`src/design/linear_tied_recurrent_cell_core_defines.svh`:
```
// assertion macros for the recurrent cell core
// used by the top level; no other dependencies
`ifndef LINEAR_TIED_RECURRENT_CELL_CORE_DEFINES_SVH
`define LINEAR_TIED_RECURRENT_CELL_CORE_DEFINES_SVH
`ifndef SYNTH
// same-cycle implication
`define LTRC_ASSERT_IMP(label, clk, rst_n, ante, cons) \
    label: assert property (@(posedge clk) disable iff (!rst_n) (ante) |-> (cons)) \
        else $error("ltrc assertion failed");
// next-cycle implication
`define LTRC_ASSERT_NXT(label, clk, rst_n, ante, cons) \
    label: assert property (@(posedge clk) disable iff (!rst_n) (ante) |=> (cons)) \
        else $error("ltrc assertion failed");
`else
`define LTRC_ASSERT_IMP(label, clk, rst_n, ante, cons)
`define LTRC_ASSERT_NXT(label, clk, rst_n, ante, cons)
`endif
`endif

```
`src/design/ltrc_pkg.sv`:
```
// shared constants, types and the sigmoid table of the recurrent cell core
// no dependencies
`timescale 1ns / 1ps
package ltrc_pkg;

    localparam int DIM        = 64;
    localparam int DATA_W     = 16;
    localparam int IDX_W      = $clog2(DIM);
    localparam int CNT_W      = IDX_W + 1;
    localparam int ACT_W      = 7;
    localparam int OP_W       = 2;
    localparam int WADDR_W    = 2 * IDX_W;
    localparam int ACC_W      = 40;
    localparam int SUM_W      = DATA_W + 1;
    localparam int MUL_A_W    = 2 * DATA_W;
    localparam int PROD_W     = MUL_A_W + SUM_W;
    localparam int MAC_W      = PROD_W + 1;
    localparam int TOT_W      = ACC_W + 2;
    localparam int FRAC_W     = 8;
    localparam int ROUND_HALF = 1 << (FRAC_W - 1);
    localparam int SIG_W      = 16;
    localparam int SIG_N      = 256;
    localparam int SIG_IDX_W  = $clog2(SIG_N);
    localparam int SIG_SHIFT  = 4;
    localparam int SIG_CLAMP  = 2048;
    localparam int GATE_SHIFT = 24;
    localparam int GQ_W       = PROD_W - GATE_SHIFT;

    localparam longint DATA_MAX = (64'sd1 <<< (DATA_W - 1)) - 64'sd1;
    localparam longint DATA_MIN = -DATA_MAX - 64'sd1;
    localparam longint ACC_MAX  = (64'sd1 <<< (ACC_W - 1)) - 64'sd1;
    localparam longint ACC_MIN  = -ACC_MAX - 64'sd1;
    localparam longint EXP_STEP = 64'sd4162825044;

    typedef enum logic [OP_W-1:0] {
        OP_LOAD_WEIGHT = 2'd0,
        OP_LOAD_BIAS   = 2'd1,
        OP_FEED        = 2'd2,
        OP_LOAD_HIDDEN = 2'd3
    } t_op;

    typedef enum logic [1:0] {
        MUL_MAC    = 2'd0,
        MUL_SQUARE = 2'd1,
        MUL_GATE   = 2'd2
    } t_mul_sel;

    typedef struct packed {
        logic [IDX_W-1:0]         idx;
        logic signed [DATA_W-1:0] hidden;
        logic signed [DATA_W-1:0] gated;
        logic                     last;
    } t_result;

    typedef logic [SIG_N-1:0][SIG_W-1:0] t_sig_tab;

    // e^(-m/32) by repeated rounded Q0.32 products, then 2^48/(2^32+e) by
    // shift-subtract; mirrored entries take 1 - s
    function automatic t_sig_tab build_sig_tab();
        t_sig_tab    tab;
        logic [63:0] p;
        logic [63:0] den;
        logic [63:0] num;
        logic [63:0] rem;
        logic [63:0] quo;
        logic [63:0] neg;
        tab = '0;
        p   = 64'd1 << 32;
        for (int m = 1; m < SIG_N; m++) begin
            p = (p * 64'(EXP_STEP) + (64'd1 << 31)) >> 32;
            if ((m & 1) != 0) begin
                den = (64'd1 << 32) + p;
                num = (64'd1 << 48) + (den >> 1);
                rem = '0;
                quo = '0;
                for (int b = 63; b >= 0; b--) begin
                    rem = {rem[62:0], num[b]};
                    if (rem >= den) begin
                        rem    = rem - den;
                        quo[b] = 1'b1;
                    end
                end
                neg = (64'd1 << SIG_W) - quo;
                tab[(m + SIG_N - 1) >> 1] = quo[SIG_W-1:0];
                tab[(SIG_N - 1 - m) >> 1] = neg[SIG_W-1:0];
            end
        end
        return tab;
    endfunction

    localparam t_sig_tab SIG_TAB = build_sig_tab();

endpackage

```
`src/design/ltrc_mul.sv`:
```
// shared signed multiplier with operand select and registered product
// depends on ltrc_pkg
`timescale 1ns / 1ps
module ltrc_mul (
    input  logic                                  i_clk,
    input  ltrc_pkg::t_mul_sel                    i_sel,
    input  logic signed [ltrc_pkg::DATA_W-1:0]    i_wt,
    input  logic signed [ltrc_pkg::SUM_W-1:0]     i_sum,
    input  logic signed [ltrc_pkg::DATA_W-1:0]    i_h,
    input  logic [ltrc_pkg::MUL_A_W-1:0]          i_sq,
    input  logic [ltrc_pkg::SIG_W-1:0]            i_sig,
    output logic signed [ltrc_pkg::PROD_W-1:0]    o_prod
);

    logic signed [ltrc_pkg::MUL_A_W-1:0] w_a;
    logic signed [ltrc_pkg::SUM_W-1:0]   w_b;
    logic signed [ltrc_pkg::PROD_W-1:0]  r_prod;

    always_comb begin
        case (i_sel)
            ltrc_pkg::MUL_MAC: begin
                w_a = ltrc_pkg::MUL_A_W'(i_wt);
                w_b = i_sum;
            end
            ltrc_pkg::MUL_SQUARE: begin
                w_a = ltrc_pkg::MUL_A_W'(i_h);
                w_b = ltrc_pkg::SUM_W'(i_h);
            end
            ltrc_pkg::MUL_GATE: begin
                // square is never negative, table entry is unsigned
                w_a = signed'(i_sq);
                w_b = signed'({1'b0, i_sig});
            end
            default: begin
                w_a = '0;
                w_b = '0;
            end
        endcase
    end

    always_ff @(posedge i_clk) begin
        r_prod <= w_a * w_b;
    end

    assign o_prod = r_prod;

endmodule

```
`config.mk`:
```
export PLATFORM = sky130hd
export DESIGN_NAME = ltrc_mul
export DESIGN_NICKNAME = d
export VERILOG_FILES = /design/src/design/linear_tied_recurrent_cell_core_defines.svh /design/src/design/ltrc_pkg.sv /design/src/design/ltrc_mul.sv
export SDC_FILE = /design/constraint.sdc
export NUM_CORES = 2
export LEC_CHECK = 0
export BUFFER_PORTS_ARGS = -buffer_cell sky130_fd_sc_hd__buf_2
export CAP_MARGIN = 0
export CORE_ASPECT_RATIO = 1.4
export CORE_MARGIN = 5
export CORE_UTILIZATION = 45
export DETAILED_ROUTE_END_ITERATION = 10
export HOLD_SLACK_MARGIN = 0.06
export MAX_ROUTING_LAYER = met4
export RECOVER_POWER = 25
export REMOVE_ABC_BUFFERS = 1
export SLEW_MARGIN = 20
export SYNTH_ARGS = -nofsm -noshare
export SYNTH_HDL_FRONTEND = slang
export SYNTH_SLANG_ARGS = --single-unit
```
`constraint.sdc`:
```
create_clock -name i_clk -period 11.31 [get_ports i_clk]
set_clock_uncertainty 0.2 [all_clocks]
set_input_delay 1.6965 -clock i_clk [delete_from_list [all_inputs] [get_ports i_clk]]
set_output_delay 1.6965 -clock i_clk [all_outputs]
set_load 0.005 [all_outputs]
```
# After elaboration in Yosys (flattened, before gate mapping)
# Index checks and enable logic that the tools add are counted.
[word_totals] regBits=49 in_bits=100 out_inout_bits=49 elab_cells=7
[classes] multipliers=1 n_eq_ne=2 mux=2 reduce_logical=1
[op_table] op="32-bit case mux with 3 select lines" n=1
[op_table] op="17-bit case mux with 3 select lines" n=1
[op_table] op="32-bit by 17-bit multiplier with 49-bit output" n=1
[op_table] op="2-bit by 1-bit equality test with 1-bit output, second input constant" n=1
[op_table] op="2-bit equality test, second input constant" n=1
[op_table] op="2-bit logical NOT" n=1

# Logic depth before layout (Yosys ltp)
[depth] word_depth=3 depth_mapped=31 mapped_depth_nobuf=27

# Least setup slack after synthesis
# OpenSTA, ideal clock, no wires.
[synth_path] path_type="input-to-reg" start="input i_sel[1]" end="register r_prod, in the netlist o_prod[47]" setup_time_ps=72 arrival_time_ps=8527 required_time_ps=11038 slack_ps=2510 stages=27 path_cell_list="clkbuf_1 clkinv_1 nor2_1 clkbuf_1 nand2_1 o21ai_1 clkbuf_1 nand2_1 fa_1 inv_1 fa_1 fa_1 fa_1 fa_1 inv_1 fa_1 inv_1 ha_1 a211o_1 a221oi_1 o21a_1 o21ai_0 a31oi_1 o21ba_2 o211ai_1 a21oi_1 xnor2_1"
[synth_via] elab_chain_len=3 word_cells_on_any_way=6 classes_between="1 x mul; 2 x eq/ne; 2 x mux; 1 x reduce/logical"
[synth_lines] item="from (decl)" line="ltrc_mul.sv:6" source="input ltrc_pkg::t_mul_sel i_sel,"
[synth_lines] item="2-bit equality test, or another cell as far along" line="ltrc_mul.sv:20" source="case (i_sel)"
[synth_lines] item="32-bit case mux with 3 select lines / 17-bit case mux with 3 select lines (equally long branches)" line="ltrc_mul.sv:20"
[synth_lines] item="32-bit by 17-bit multiplier with 49-bit output (*)" line="ltrc_mul.sv:42" source="r_prod <= w_a * w_b;"
[synth_lines] item="to (signal assigned)" line="ltrc_mul.sv:42"
[synth_lines] item="to (decl)" line="ltrc_mul.sv:17" source="logic signed [ltrc_pkg::PROD_W-1:0] r_prod;"
# Mark *: on every way between the ends. The rest lies on a longest branch, timed or not.

# Worst setup path after layout
[layout_path] start="input i_sel[0]" end="register r_prod, in the netlist o_prod[45]"
# Same word-level chain as after synthesis.

==> summary.md <==
| Metric | Value |
|---|---|
| Status | finished, final reports clean |
| Global-route wire length before repair | 111,600 um |
| Maximum root-to-sink buffer count | 2 |
| Worst Setup Slack, final | around 1.3 ns |
| Worst endpoint data arrival time | 10.02 ns |
| HPWL after DPL | ~63,000 um |
| Die Area | 49,620 sq um |
| Ys flop type | dfxtp_1 |
| Post-route clock period utilization | 0.8854 |
| Finished Layout Cells | a little over 3,000 |
| CTS Sinks | 49 |
| CTS H-tree depth | 2 |
| Crit-path max FO | 31 |
| Max FFs per register | a little under 50 |
| Worst slack, placed | roughly 1 ns |
| Post-DRT Antenna Nets | 0 |
| TritonCTS buffer count | 5 |
| GRT overflow | 0 |
| GPL Wtd Cong | 0.9899 |
| CP peak stage delay | 0.69 ns |
| Worst hold path class | in -> reg |
| Sum of negative setup slack | 0 ns |
| Crit end category | flop |
| Synth-to-layout area growth | 8.605% |
| Slew headroom | 0.2733 |
| Number of vias per cell | roughly 5.4 |
| PortBufs | roughly 150 |
| Slew Viols, Final | 0 |
| Type of origin of the critical path | primary input |
| Vias | approximately 16,000 |
| Die H | ~260 um |
| Syn Area/Cell | ~8.7 sq um |
| Crit path from | i_sel[0] |
| Cells after Synth | between 2,000 and 2,500 |
| CORE AREA | between 40,000 and 50,000 sq um |
| Slowest CP cell | o21ai_0 |
| Placed cell areas | between 20,000 and 25,000 sq um |
| GRT Overall Usage | 0.3125 |
| RSZ-0062 raised after global routing | no |
| Asr flop ratio synth | 0 |
| Post-Syn Area | around 20,000 sq um |
| WL/cell | 23.72 um |
| Cell count after placement | 3,014 |
| Final-layout fill cell count | 4,462 |
| Synth top area cells | fa_1 51%, inv_1 9.7%, ha_1 7.1% |
| Min Tclk post-route | between 10 and 15 ns |
| Iteration count of the initial detailed-routing pass | 5 |
| Setup CP Type | in -> reg |
| Endpoints failing setup | 0 |
| Synth top area share | 0.5127 |
| Number of flops mapped to enable cells by yosys | 0 |
| Vias in the first global route | around 19,000 |
| Leading area contributor after synthesis | fa_1 |
| Largest net degree at the start of global routing | 49 |
| Most used cell, CP | fa_1 |
| Critical Path RT | 11.31 ns |
| Max_cap viols | 0 |
| Clock Pin Slew Worst Setup and Hold Paths | roughly 0.09 ns |
| Die X | roughly 190 um |
| Warning count from the yosys run | 0 |
| CTS tree | done |
| Num rows | 92 |
| I/O pins | roughly 150 |
| Cts repair resizes | 0 |
| Initial DRC count | 905 |
| DRC violations left | 0 |
| Synth Register Bits | 49 |
| Max Freq | about 0.1 GHz |
| Cts hold-fix bufs | 0 |
| Initial Utilization | 0.4531 |
| Final Cell Area | between 20,000 and 25,000 sq um |
| Final #Nets | between 3,000 and 4,000 |
| Final Hold Fails | 0 |
| Worst setup endpoint | o_prod[45] |
| Worst-margin pin slew | ~1.1 ns |
| Initial antenna violation count | 3 |
| Root buf cell | clkbuf_16 |
| Yosys cell types | 52 |
| Fraction of layout cells with a size suffix above 1 | 0.09113 |
| Detailed Route WL | slightly above 70,000 um |
| Post-CTS setup buffer count | 0 |
| Seq/Total Area, Yosys | 0.04822 |
worst max-delay path, delay by kind of cell:
kind | cells | cell delay, ns
adder cells (fa/ha/maj) | 7 | 3.29
AO/OA/AOI/OAI | 8 | 2.75
AND/OR/NAND/NOR | 3 | 0.80
multiplexers | 1 | 0.31
XOR/XNOR | 1 | 0.20
buffers and inverters | 5 | 0.91
synth_stat cells (all sizes together) (6+ instances only):
cell,number
xnor2,38
nand2,308
and2,12
o21a,24
nor2b,8
a21o,63
dfxtp,49
o21ai,48
mux2i,30
nor2,311
ha,115
or2,7
buf,11
xor2,12
nand3,10
clkbuf,72
a21oi,89
nand2b,11
nand4,6
inv,525
fa,521
stage by stage:
step / hold WS, ns / util
6_report: 1.554 / 0.4921
3_3_place_gp: 1.874 / 0.4888
4_1_cts: 1.538 / 0.4924
3_5_place_dp: 1.874 / 0.4890
2_1_floorplan: 1.781 / -
5_1_grt: 1.574 / 0.4921
worst min-delay path by stage:
stage / from / to / slack, ns / depth (start not counted)
floorplan: o_prod[0] / o_prod[0] / 1.78 / 0
finish: i_sig[0] / o_prod[0] / 1.55 / 3
detailed placement: o_prod[10] / o_prod[10] / 1.87 / 1
global placement: o_prod[16] / o_prod[16] / 1.87 / 1
CTS: i_sig[0] / o_prod[0] / 1.54 / 3
global route: i_sig[0] / o_prod[0] / 1.57 / 3
final cells by class:
cell class | instances | area (sq um) | area share
Multi-Input combinational cell | 1670 | 17130 | 0.7751
Inverter | 527 | 1978 | 0.08953
Timing Repair Buffer | 204 | 1145 | 0.05182
Sequential cell | 49 | 980.9 | 0.04440
Tap cell | 564 | 705.7 | 0.03194
Clock buffer | 5 | 125.1 | 0.005663
Clock inverter | 3 | 26.28 | 0.001189
Antenna cell | 3 | 7.507 | 0.0003398
metal layers:
layer / routed length [um] / vias to the layer above / GRT usage
met2: 38530 / 575 / 0.5663
met4: 5076 / 0 / 0.1729
met5: 0 / - / -
met1: 25090 / 8386 / 0.3341
met3: 3074 / 185 / 0.03280
li1: - / 7168 / -
placed cells by master (no fill, tap or decap), types with 33 or more instances in the layout:
cell type / n
fa_1: 521
nand2_1: 308
nor2_1: 310
a21o_1: 63
a21oi_1: 83
xnor2_1: 38
buf_4: 57
o21ai_0: 33
dfxtp_1: 49
buf_2: 132
ha_1: 115
inv_1: 525
cells by family after synthesis:
| group | count (synthesis) | share of synthesized area |
|---|---|---|
| AND/OR/NAND/NOR | 690 | 0.1357 |
| buffers and inverters | 610 | 0.1129 |
| AO/OA/AOI/OAI | 260 | 0.08119 |
| flip-flops | 49 | 0.04822 |
| adder cells (fa/ha/maj) | 636 | 0.5834 |
| XOR/XNOR | 50 | 0.02153 |
| multiplexers | 34 | 0.01698 |
Power is left out: the tool's default activity adds up to more than one toggle a clock period on the data nets, which glitch-free logic cannot reach.
