[src/design/linear_tied_recurrent_cell_core_defines.svh]
// assertion macros for the recurrent cell core
// used by the top level; no other dependencies
`ifndef LINEAR_TIED_RECURRENT_CELL_CORE_DEFINES_SVH
`define LINEAR_TIED_RECURRENT_CELL_CORE_DEFINES_SVH
`ifndef SYNTH
// same-cycle implication
`define LTRC_ASSERT_IMP(label, clk, rst_n, ante, cons) \
    label: assert property (@(posedge clk) disable iff (!rst_n) (ante) |-> (cons)) \
        else $error("ltrc assertion failed");
// next-cycle implication
`define LTRC_ASSERT_NXT(label, clk, rst_n, ante, cons) \
    label: assert property (@(posedge clk) disable iff (!rst_n) (ante) |=> (cons)) \
        else $error("ltrc assertion failed");
`else
`define LTRC_ASSERT_IMP(label, clk, rst_n, ante, cons)
`define LTRC_ASSERT_NXT(label, clk, rst_n, ante, cons)
`endif
`endif

[src/design/ltrc_pkg.sv]
// shared constants, types and the sigmoid table of the recurrent cell core
// no dependencies
`timescale 1ns / 1ps
package ltrc_pkg;

    localparam int DIM        = 64;
    localparam int DATA_W     = 16;
    localparam int IDX_W      = $clog2(DIM);
    localparam int CNT_W      = IDX_W + 1;
    localparam int ACT_W      = 7;
    localparam int OP_W       = 2;
    localparam int WADDR_W    = 2 * IDX_W;
    localparam int ACC_W      = 40;
    localparam int SUM_W      = DATA_W + 1;
    localparam int MUL_A_W    = 2 * DATA_W;
    localparam int PROD_W     = MUL_A_W + SUM_W;
    localparam int MAC_W      = PROD_W + 1;
    localparam int TOT_W      = ACC_W + 2;
    localparam int FRAC_W     = 8;
    localparam int ROUND_HALF = 1 << (FRAC_W - 1);
    localparam int SIG_W      = 16;
    localparam int SIG_N      = 256;
    localparam int SIG_IDX_W  = $clog2(SIG_N);
    localparam int SIG_SHIFT  = 4;
    localparam int SIG_CLAMP  = 2048;
    localparam int GATE_SHIFT = 24;
    localparam int GQ_W       = PROD_W - GATE_SHIFT;

    localparam longint DATA_MAX = (64'sd1 <<< (DATA_W - 1)) - 64'sd1;
    localparam longint DATA_MIN = -DATA_MAX - 64'sd1;
    localparam longint ACC_MAX  = (64'sd1 <<< (ACC_W - 1)) - 64'sd1;
    localparam longint ACC_MIN  = -ACC_MAX - 64'sd1;
    localparam longint EXP_STEP = 64'sd4162825044;

    typedef enum logic [OP_W-1:0] {
        OP_LOAD_WEIGHT = 2'd0,
        OP_LOAD_BIAS   = 2'd1,
        OP_FEED        = 2'd2,
        OP_LOAD_HIDDEN = 2'd3
    } t_op;

    typedef enum logic [1:0] {
        MUL_MAC    = 2'd0,
        MUL_SQUARE = 2'd1,
        MUL_GATE   = 2'd2
    } t_mul_sel;

    typedef struct packed {
        logic [IDX_W-1:0]         idx;
        logic signed [DATA_W-1:0] hidden;
        logic signed [DATA_W-1:0] gated;
        logic                     last;
    } t_result;

    typedef logic [SIG_N-1:0][SIG_W-1:0] t_sig_tab;

    // e^(-m/32) by repeated rounded Q0.32 products, then 2^48/(2^32+e) by
    // shift-subtract; mirrored entries take 1 - s
    function automatic t_sig_tab build_sig_tab();
        t_sig_tab    tab;
        logic [63:0] p;
        logic [63:0] den;
        logic [63:0] num;
        logic [63:0] rem;
        logic [63:0] quo;
        logic [63:0] neg;
        tab = '0;
        p   = 64'd1 << 32;
        for (int m = 1; m < SIG_N; m++) begin
            p = (p * 64'(EXP_STEP) + (64'd1 << 31)) >> 32;
            if ((m & 1) != 0) begin
                den = (64'd1 << 32) + p;
                num = (64'd1 << 48) + (den >> 1);
                rem = '0;
                quo = '0;
                for (int b = 63; b >= 0; b--) begin
                    rem = {rem[62:0], num[b]};
                    if (rem >= den) begin
                        rem    = rem - den;
                        quo[b] = 1'b1;
                    end
                end
                neg = (64'd1 << SIG_W) - quo;
                tab[(m + SIG_N - 1) >> 1] = quo[SIG_W-1:0];
                tab[(SIG_N - 1 - m) >> 1] = neg[SIG_W-1:0];
            end
        end
        return tab;
    endfunction

    localparam t_sig_tab SIG_TAB = build_sig_tab();

endpackage

[src/design/ltrc_out_buf.sv]
// one-entry output register between the sequencer and the result channel
// depends on ltrc_pkg
`timescale 1ns / 1ps
module ltrc_out_buf (
    input  logic              i_clk,
    input  logic              i_rst_n,
    input  logic              i_push,
    input  ltrc_pkg::t_result i_res,
    output logic              o_can_push,
    output logic              o_valid,
    input  logic              i_stall,
    output ltrc_pkg::t_result o_res
);

    logic              r_full;
    logic              n_full;
    ltrc_pkg::t_result r_res;

    // room when empty or when the held result leaves this cycle
    assign o_can_push = !r_full || !i_stall;
    assign n_full     = i_push || (r_full && i_stall);

    always_ff @(posedge i_clk) begin
        if (!i_rst_n) begin
            r_full <= 1'b0;
        end else begin
            r_full <= n_full;
        end
    end

    always_ff @(posedge i_clk) begin
        if (i_push) begin
            r_res <= i_res;
        end
    end

    assign o_valid = r_full;
    assign o_res   = r_res;

endmodule

[config.mk]
export PLATFORM = sky130hd
export DESIGN_NAME = ltrc_out_buf
export DESIGN_NICKNAME = d
export VERILOG_FILES = /design/src/design/linear_tied_recurrent_cell_core_defines.svh /design/src/design/ltrc_pkg.sv /design/src/design/ltrc_out_buf.sv
export SDC_FILE = /design/constraint.sdc
export NUM_CORES = 1
export LEC_CHECK = 0
export BUFFER_PORTS_ARGS = -buffer_cell sky130_fd_sc_hd__buf_2
export CAP_MARGIN = 30
export CORE_ASPECT_RATIO = 1.2
export CORE_MARGIN = 3
export CORE_UTILIZATION = 39
export DETAILED_ROUTE_END_ITERATION = 8
export GPL_TIMING_DRIVEN = 1
export MAX_ROUTING_LAYER = met4
export PLACE_DENSITY = 0.77
export SLEW_MARGIN = 25
export SYNTH_ARGS = -nofsm -noshare
export SYNTH_HDL_FRONTEND = slang
export SYNTH_SLANG_ARGS = --single-unit
[constraint.sdc]
create_clock -name i_clk -period 0.9 [get_ports i_clk]
set_clock_uncertainty 0.05 [all_clocks]
set_input_delay 0.225 -clock i_clk [delete_from_list [all_inputs] [get_ports i_clk]]
set_output_delay 0.225 -clock i_clk [all_outputs]
set_load 0.01 [all_outputs]
==> Word level (Yosys, flattened, before mapping) <==
Index checks and enable logic that the tools add are counted.
{ "classes": {"reduce_logical": 5} }
{ "op_table": {"columns": ["operator", "count"], "rows": [
  ["$logic_not 1->1", 2],
  ["$logic_or 1x1->1", 2],
  ["$logic_and 1x1->1", 1]
]} }
{ "totals": {"register_bits": 40, "inputBits": 43} }

==> Logic depth before layout (Yosys ltp) <==
Gate-level depths: netlist of run 1.
{ "logic_depth": {"word_depth": 2, "ltp_mapped": 2} }

==> Worst setup path before layout of run 1 <==
No wires, ideal clock.
{ "synth_path": {"path_kind": "reg-to-output", "start": "reg r_full (netlist: o_valid)", "end": "out o_can_push", "arrival_time_ns": 0.478, "required_ns": 0.625, "setup_slack_ns": 0.147, "stages_incl_launch_ff": 2, "path_buffers": 0, "cell_sequence": "dfxtp_1 > nand2_1"} }
{ "synth_between": {"elab_chain_cells": 2} }
{ "synth_rtl": {"columns": ["item", "line", "text"], "rows": [
  ["from (decl)", "ltrc_out_buf.sv:15", "logic r_full;"],
  ["from (signal assigned)", "ltrc_out_buf.sv:27", "r_full <= n_full;"],
  ["$logic_not 1->1", "ltrc_out_buf.sv:20", "assign o_can_push = !r_full || !i_stall;"],
  ["$logic_or 1x1->1", "ltrc_out_buf.sv:20", null],
  ["to (decl)", "ltrc_out_buf.sv:9", "output logic o_can_push,"]
]} }
No other way between the ends.

==> Worst setup path after layout of run 1 <==
{ "layout_path": {"start": "reg r_res, in the netlist o_res[35]", "end": "out o_res[35] (netlist bit)"} }
{ "layout_lines": {"columns": ["item", "line", "text"], "rows": [
  ["from (decl)", "ltrc_out_buf.sv:17", "ltrc_pkg::t_result r_res;"],
  ["from (signal assigned)", "ltrc_out_buf.sv:33", "r_res <= i_res;"],
  ["to (decl)", "ltrc_out_buf.sv:12", "output ltrc_pkg::t_result o_res"]
]} }
No word-level cell between the ends.

==> impl_metrics.py, run 1 <==
metrics = {
    "placed_design": {
        "pre_cts_ws_ns": 0.00262,
        "port_buffers": 83,
        "dpl.cell_count": 162,
        "gp_congestion": 0.724,
    },
    "critical_path": {
        "cp_data_required_time_ns": 0.62,
        "setup.worst_path.end_class": "output pin",
        "path_max_fanout": 1,
        "cp.arrival_ns": 0.95,
        "path_class": "reg2out",
        "cp_slowest_cell": "edfxtp_1",
        "crit_buf_inv": 1,
        "path_cells": "buf_6",
        "start_kind": "register",
        "r2r_setup_slack_ns": 0.16,
        "path_delay_family": "flip-flops",
        "max_stage_delay_ns": 0.45,
    },
    "synthesis": {
        "yosysWarnings": 0,
        "ys_top_cells_by_area": "edfxtp_1 (97%), dfxtp_1 (1.7%), nor2b_1 (0.52%)",
        "seq_area_frac_synth_pct": 98.8,
        "synthCells": 43,
        "yosys.cell_types.count": 5,
        "syn-cell-area_um2": 1210,
        "ys_ff_latch": 40,
        "synth_top_cell_area_share_pct": 97.1,
        "syn_avg_cell_area_um2": 28.1,
        "synth_fp_nets": 86,
        "yosysTopAreaCell": "edfxtp_1",
    },
    "timing": {
        "layout_setup_ws_ns": -0.322,
        "whs_ns": 0.0183,
        "fin_setup_tns_ns": -9.41,
        "fmax_mhz": 818,
        "maxSlewViolCount": 0,
        "tightestPinTransition_ns": 0.145,
        "finalHoldViolCount": 0,
        "grt_setup_unrepaired": "true",
        "setup_violations": 41,
        "period_needed_ns": 1.22,
        "max_slew_margin_pct": 90.3,
        "timing.final.crit_share_pct": 136,
    },
    "clock_tree": {
        "cts.sinks": 40,
        "insertion_delay_ns": 0.33,
        "cts_tree": "yes",
        "cts_made_buffers": 5,
        "cts-root-buf": "clkbuf_4",
        "cts_htree_levels": 2,
        "clockBufferDepth": 2,
        "cts.reportedPaths.clkPinSlew_ns": 0.11,
        "post_cts_buffers": 0,
    },
    "floorplanning": {
        "start_util_pct": 42.1,
        "fp.coreArea_um2": 2860,
        "num_io_pins": 84,
        "die-area_um2": 3800,
        "die_w_um": 56.8,
        "dieHeight_um": 66.9,
        "rows": 21,
    },
    "global_routing": {
        "grt_overflow": 0,
        "grt_usage_pct": 18.6,
        "grt_pass1_wl_um": 4750,
        "grt_max_degree": 23,
        "antenna_found_initial": 0,
        "grt_pass1_vias": 972,
    },
    "final_layout": {
        "seq_area_um2": 1190,
        "multi_input_area_um2": 15.0,
        "fillers": 186,
        "final_cell_mix": "buf_2 (80), edfxtp_1 (39), dlygate4sd3_1 (32)",
        "fin_cells": 202,
        "final_util_pct": 73.2,
        "mostFrequentLayoutCell": "buf_2",
        "area_delta_synth_final_pct": 73.8,
        "diodes": 0,
        "layout-drive-gt1-share_pct": 55.4,
        "nets": 210,
    },
    "power": {
        "leakagePower_nw": 0.912,
        "power-per-cell-area_nw_per_um2": 1690,
        "vdd_drop_max_v": 0.00147,
    },
    "outcome": {
        "violations": "setup timing",
        "outcome": "finished with violations",
    },
    "routing": {
        "final_antenna_net_count": 0,
        "routed-via-count": 898,
        "drt_iter0_markers": 29,
        "routedWlPerCell_um": 16.0,
        "vias_per_cell": 4.45,
        "wl_um": 3230,
        "remaining_drc_errors": 0,
        "drt-pass1-iter-count": 4,
    },
    "worst_hold_path": {
        "hp-class": "in2reg",
    },
    "flow_run": {
        "maxCapViolations": 0,
    },
}
[cell families after synthesis]
group           share of synthesized area (%)
compound gates                          0.415
flops                                    98.8
simple gates                            0.830
[worst register-to-register path: cells and delay by family (launching register included)]
family | cells | cell delay [ns]
compound gates | 1 | 0.17
flops | 1 | 0.35
simple gates | 1 | 0.07
[power breakdown]
group	switching (mW)	total [mW]	internal (mW)
sequential	0.0397	2.24	2.20
clock	0.518	0.805	0.287
combinational	0.221	0.498	0.277
total	0.779	3.54	2.77
[through the flow]
stage                     total power [mW]  instance area (µm²)
after floorplan                       2.37                 1210
after global placement                2.64                 1700
after detailed placement              2.65                 1700
after CTS                             3.53                 1990
after global routing                  3.72                 2100
final                                 3.54                 2100
[routing by layer]
metal  up-vias  track usage [%]  wire, µm
li1        419                -         -
met2        66             29.8      1690
met5         -                -         0
met3        10             8.53       363
met4         0             10.4        99
met1       403             18.8      1080
[path summary, 6_finish.rpt]
kind | start | end | depth (start not counted)
setup reg to reg | o_valid | o_valid | 2
hold / removal | i_res[10] | o_res[10] | 1
setup / recovery | o_res[35] | o_res[35] | 1
hold reg to reg | o_valid | o_valid | 2
[layout make-up]
class / count / area share (%)
well taps: 34 / 2.03
multi-input cells: 3 / 0.716
clock buffers: 5 / 1.79
repair buffers: 117 / 37.9
flip-flops and latches: 40 / 56.9
clock inverters: 3 / 0.657
[flip-flops by register name, indices dropped and copies added (netlist names)]
| name | flops |
|---|---|
| o_valid | 1 |
| o_res | 39 |
[timing repair]
action,in CTS,in global routing
pin swaps,1,0
endpoints found under the hold margin,23,9
hold buffers,23,9
resized for setup,2,3
setup endpoints to repair,41,41
[Yosys cell counts]
library cell and number:
edfxtp_1 39, a21oi_1 1, dfxtp_1 1, nand2_1 1, nor2b_1 1
Note: power is estimated with default switching activity, not from simulation.
==> run 2, diff against run 1 <==
--- a/config.mk
+++ b/config.mk
@@ -5,6 +5,7 @@
 export SDC_FILE = /design/constraint.sdc
 export NUM_CORES = 1
 export LEC_CHECK = 0
+export ABC_CLOCK_PERIOD_IN_PS = 900
 export BUFFER_PORTS_ARGS = -buffer_cell sky130_fd_sc_hd__buf_2
 export CAP_MARGIN = 30
 export CORE_ASPECT_RATIO = 1.2
@@ -13,7 +14,8 @@
 export DETAILED_ROUTE_END_ITERATION = 8
 export GPL_TIMING_DRIVEN = 1
 export MAX_ROUTING_LAYER = met4
-export PLACE_DENSITY = 0.77
+export PLACE_DENSITY = 0.76
+export REMOVE_ABC_BUFFERS = 1
 export SLEW_MARGIN = 25
 export SYNTH_ARGS = -nofsm -noshare
 export SYNTH_HDL_FRONTEND = slang
==> impl_metrics.py, run 2 (synthesized netlist as in run 1, its figures left out) <==
metrics = {
    "critical_path": {
        "path_class": "reg2out",
        "cp_slowest_cell": "edfxtp_1",
        "cp.arrival_ns": 0.90,
        "cp_data_required_time_ns": 0.62,
        "setup.worst_path.end_class": "output pin",
        "r2r_setup_slack_ns": 0.19,
        "reg2reg_depth": 2,
        "start_kind": "register",
        "crit_buf_inv": 1,
        "r2r_end": "o_valid",
        "path_max_fanout": 1,
        "timing.rr.start": "o_valid",
        "max_stage_delay_ns": 0.42,
        "path_delay_family": "flip-flops",
        "path_cells": "buf_6",
    },
    "final_layout": {
        "final_util_pct": 76.3,
        "nets": 214,
        "multi_input_area_um2": 15.0,
        "mostFrequentLayoutCell": "buf_2",
        "final_cell_mix": "buf_2 (80), edfxtp_1 (39), dlygate4sd3_1 (36)",
        "diodes": 0,
        "layout-drive-gt1-share_pct": 54.1,
        "area_delta_synth_final_pct": 81.2,
        "fillers": 168,
        "largest_reg_flops": 39,
        "seq_area_um2": 1190,
    },
    "power": {
        "seqPwrFrac_pct": 54.0,
        "leakagePower_nw": 0.949,
        "combPwrFrac_pct": 12.4,
        "power-per-cell-area_nw_per_um2": 1900,
        "p_sw_share_pct": 19.0,
        "pwr-share-clk_pct": 33.6,
        "internal-power_mw": 3.36,
        "vdd_drop_max_v": 0.00153,
        "power_switching_mw": 0.787,
    },
    "routing": {
        "routed-via-count": 904,
        "routedWlPerCell_um": 15.8,
        "remaining_drc_errors": 0,
        "drt_iter0_markers": 20,
        "drt-pass1-iter-count": 4,
        "vias_per_cell": 4.39,
        "wl_um": 3250,
        "final_antenna_net_count": 0,
    },
    "timing": {
        "whs_ns": 0.0337,
        "layout_setup_ws_ns": -0.273,
        "timing.final.crit_share_pct": 130,
        "setup_violations": 41,
        "maxSlewViolCount": 0,
        "grt_setup_unrepaired": "true",
        "finalHoldViolCount": 0,
        "period_needed_ns": 1.17,
        "fmax_mhz": 853,
        "tightestPinTransition_ns": 0.121,
        "max_slew_margin_pct": 91.9,
        "fin_setup_tns_ns": -9.21,
    },
    "worst_hold_path": {
        "hp-class": "in2reg",
        "hold_path_depth": 1,
        "hp-start": "i_res[37]",
        "min_to": "o_res[37]",
    },
    "placed_design": {
        "port_buffers": 83,
        "gp_congestion": 0.706,
    },
    "global_routing": {
        "grt_usage_pct": 14.1,
        "grt_max_degree": 22,
        "antenna_found_initial": 0,
        "grt_pass1_vias": 810,
        "grt_pass1_wl_um": 3680,
        "grt_overflow": 0,
    },
    "flow_run": {
        "maxCapViolations": 0,
    },
    "clock_tree": {
        "cts_made_buffers": 5,
        "cts.sinks": 40,
        "cts.reportedPaths.clkPinSlew_ns": 0.12,
        "clockBufferDepth": 2,
        "cts_htree_levels": 2,
        "cts_tree": "yes",
        "insertion_delay_ns": 0.33,
        "cts-root-buf": "clkbuf_4",
    },
    "floorplanning": {
        "fp.coreArea_um2": 2860,
        "die-area_um2": 3800,
        "dieHeight_um": 66.9,
        "start_util_pct": 42.1,
        "num_io_pins": 84,
        "rows": 21,
        "die_w_um": 56.8,
    },
    "outcome": {
        "violations": "setup timing",
        "outcome": "finished with violations",
    },
}
[run 2: cell types whose count changed in the layout (fill, tap and decap cells not counted), sizes merged]
| cell | previous run | this run |
|---|---|---|
| dlygate4sd3 | 32 | 36 |
| clkinv | 3 | 0 |
| bufinv | 0 | 2 |
| clkbuf | 5 | 6 |
[run 2: worst max-delay path by stage]
stage / startpoint / end / slack [ns] / depth (start not counted)
5_1_grt: o_res[21] / o_res[21] / -0.33 / 1
4_1_cts: o_res[21] / o_res[21] / -0.27 / 1
3_5_place_dp: i_push / o_res[33] / -0.003 / 2
2_1_floorplan: o_valid / o_can_push / 0.15 / 1
6_report: o_res[21] / o_res[21] / -0.27 / 1
3_3_place_gp: i_push / o_res[38] / 0.01 / 2
[run 2: per-layer routing]
layer | GRT usage [%] | up-vias | routed length (µm)
met5 | - | - | 0
met4 | 6.38 | 0 | 51
met3 | 8.53 | 4 | 386
met1 | 16.1 | 408 | 1150
li1 | - | 427 | -
met2 | 19.8 | 65 | 1660
[run 2: area by class of cell]
cell class | count | share of cell area [%]
Tap cell | 34 | 1.95
Clock inverter | 2 | 2.75
Sequential cell | 40 | 54.6
Clock buffer | 6 | 1.89
Multi-Input combinational cell | 3 | 0.687
Timing Repair Buffer | 121 | 38.2
[run 2: repair_timing]
item / in CTS / in global routing
pin swaps: 1 / 0
hold endpoints to repair: 7 / 29
setup buffers: 0 / 0
resized for setup: 2 / 2
hold buffers: 7 / 29
endpoints found under the setup margin: 41 / 41
[run 2: power by group through the flow]
stage,clock network [mW],logic (mW),registers (mW)
5_1_grt,1.50,0.551,2.26
3_3_place_gp,0,0.363,2.27
2_1_floorplan,0,0.00518,2.37
4_1_cts,1.42,0.399,2.24
6_report,1.39,0.514,2.24
3_5_place_dp,0,0.373,2.28
[run 2: stage by stage]
step | std cells | instance area, µm² | power, mW | worst slack (ns)
2_1_floorplan | 43 | 1210 | 2.37 | 0.147
3_3_place_gp | 162 | 1700 | 2.64 | 0.0150
3_5_place_dp | 162 | 1700 | 2.65 | -0.00348
4_1_cts | 177 | 1880 | 4.05 | -0.274
5_1_grt | 206 | 2190 | 4.31 | -0.332
6_report | 206 | 2190 | 4.15 | -0.273
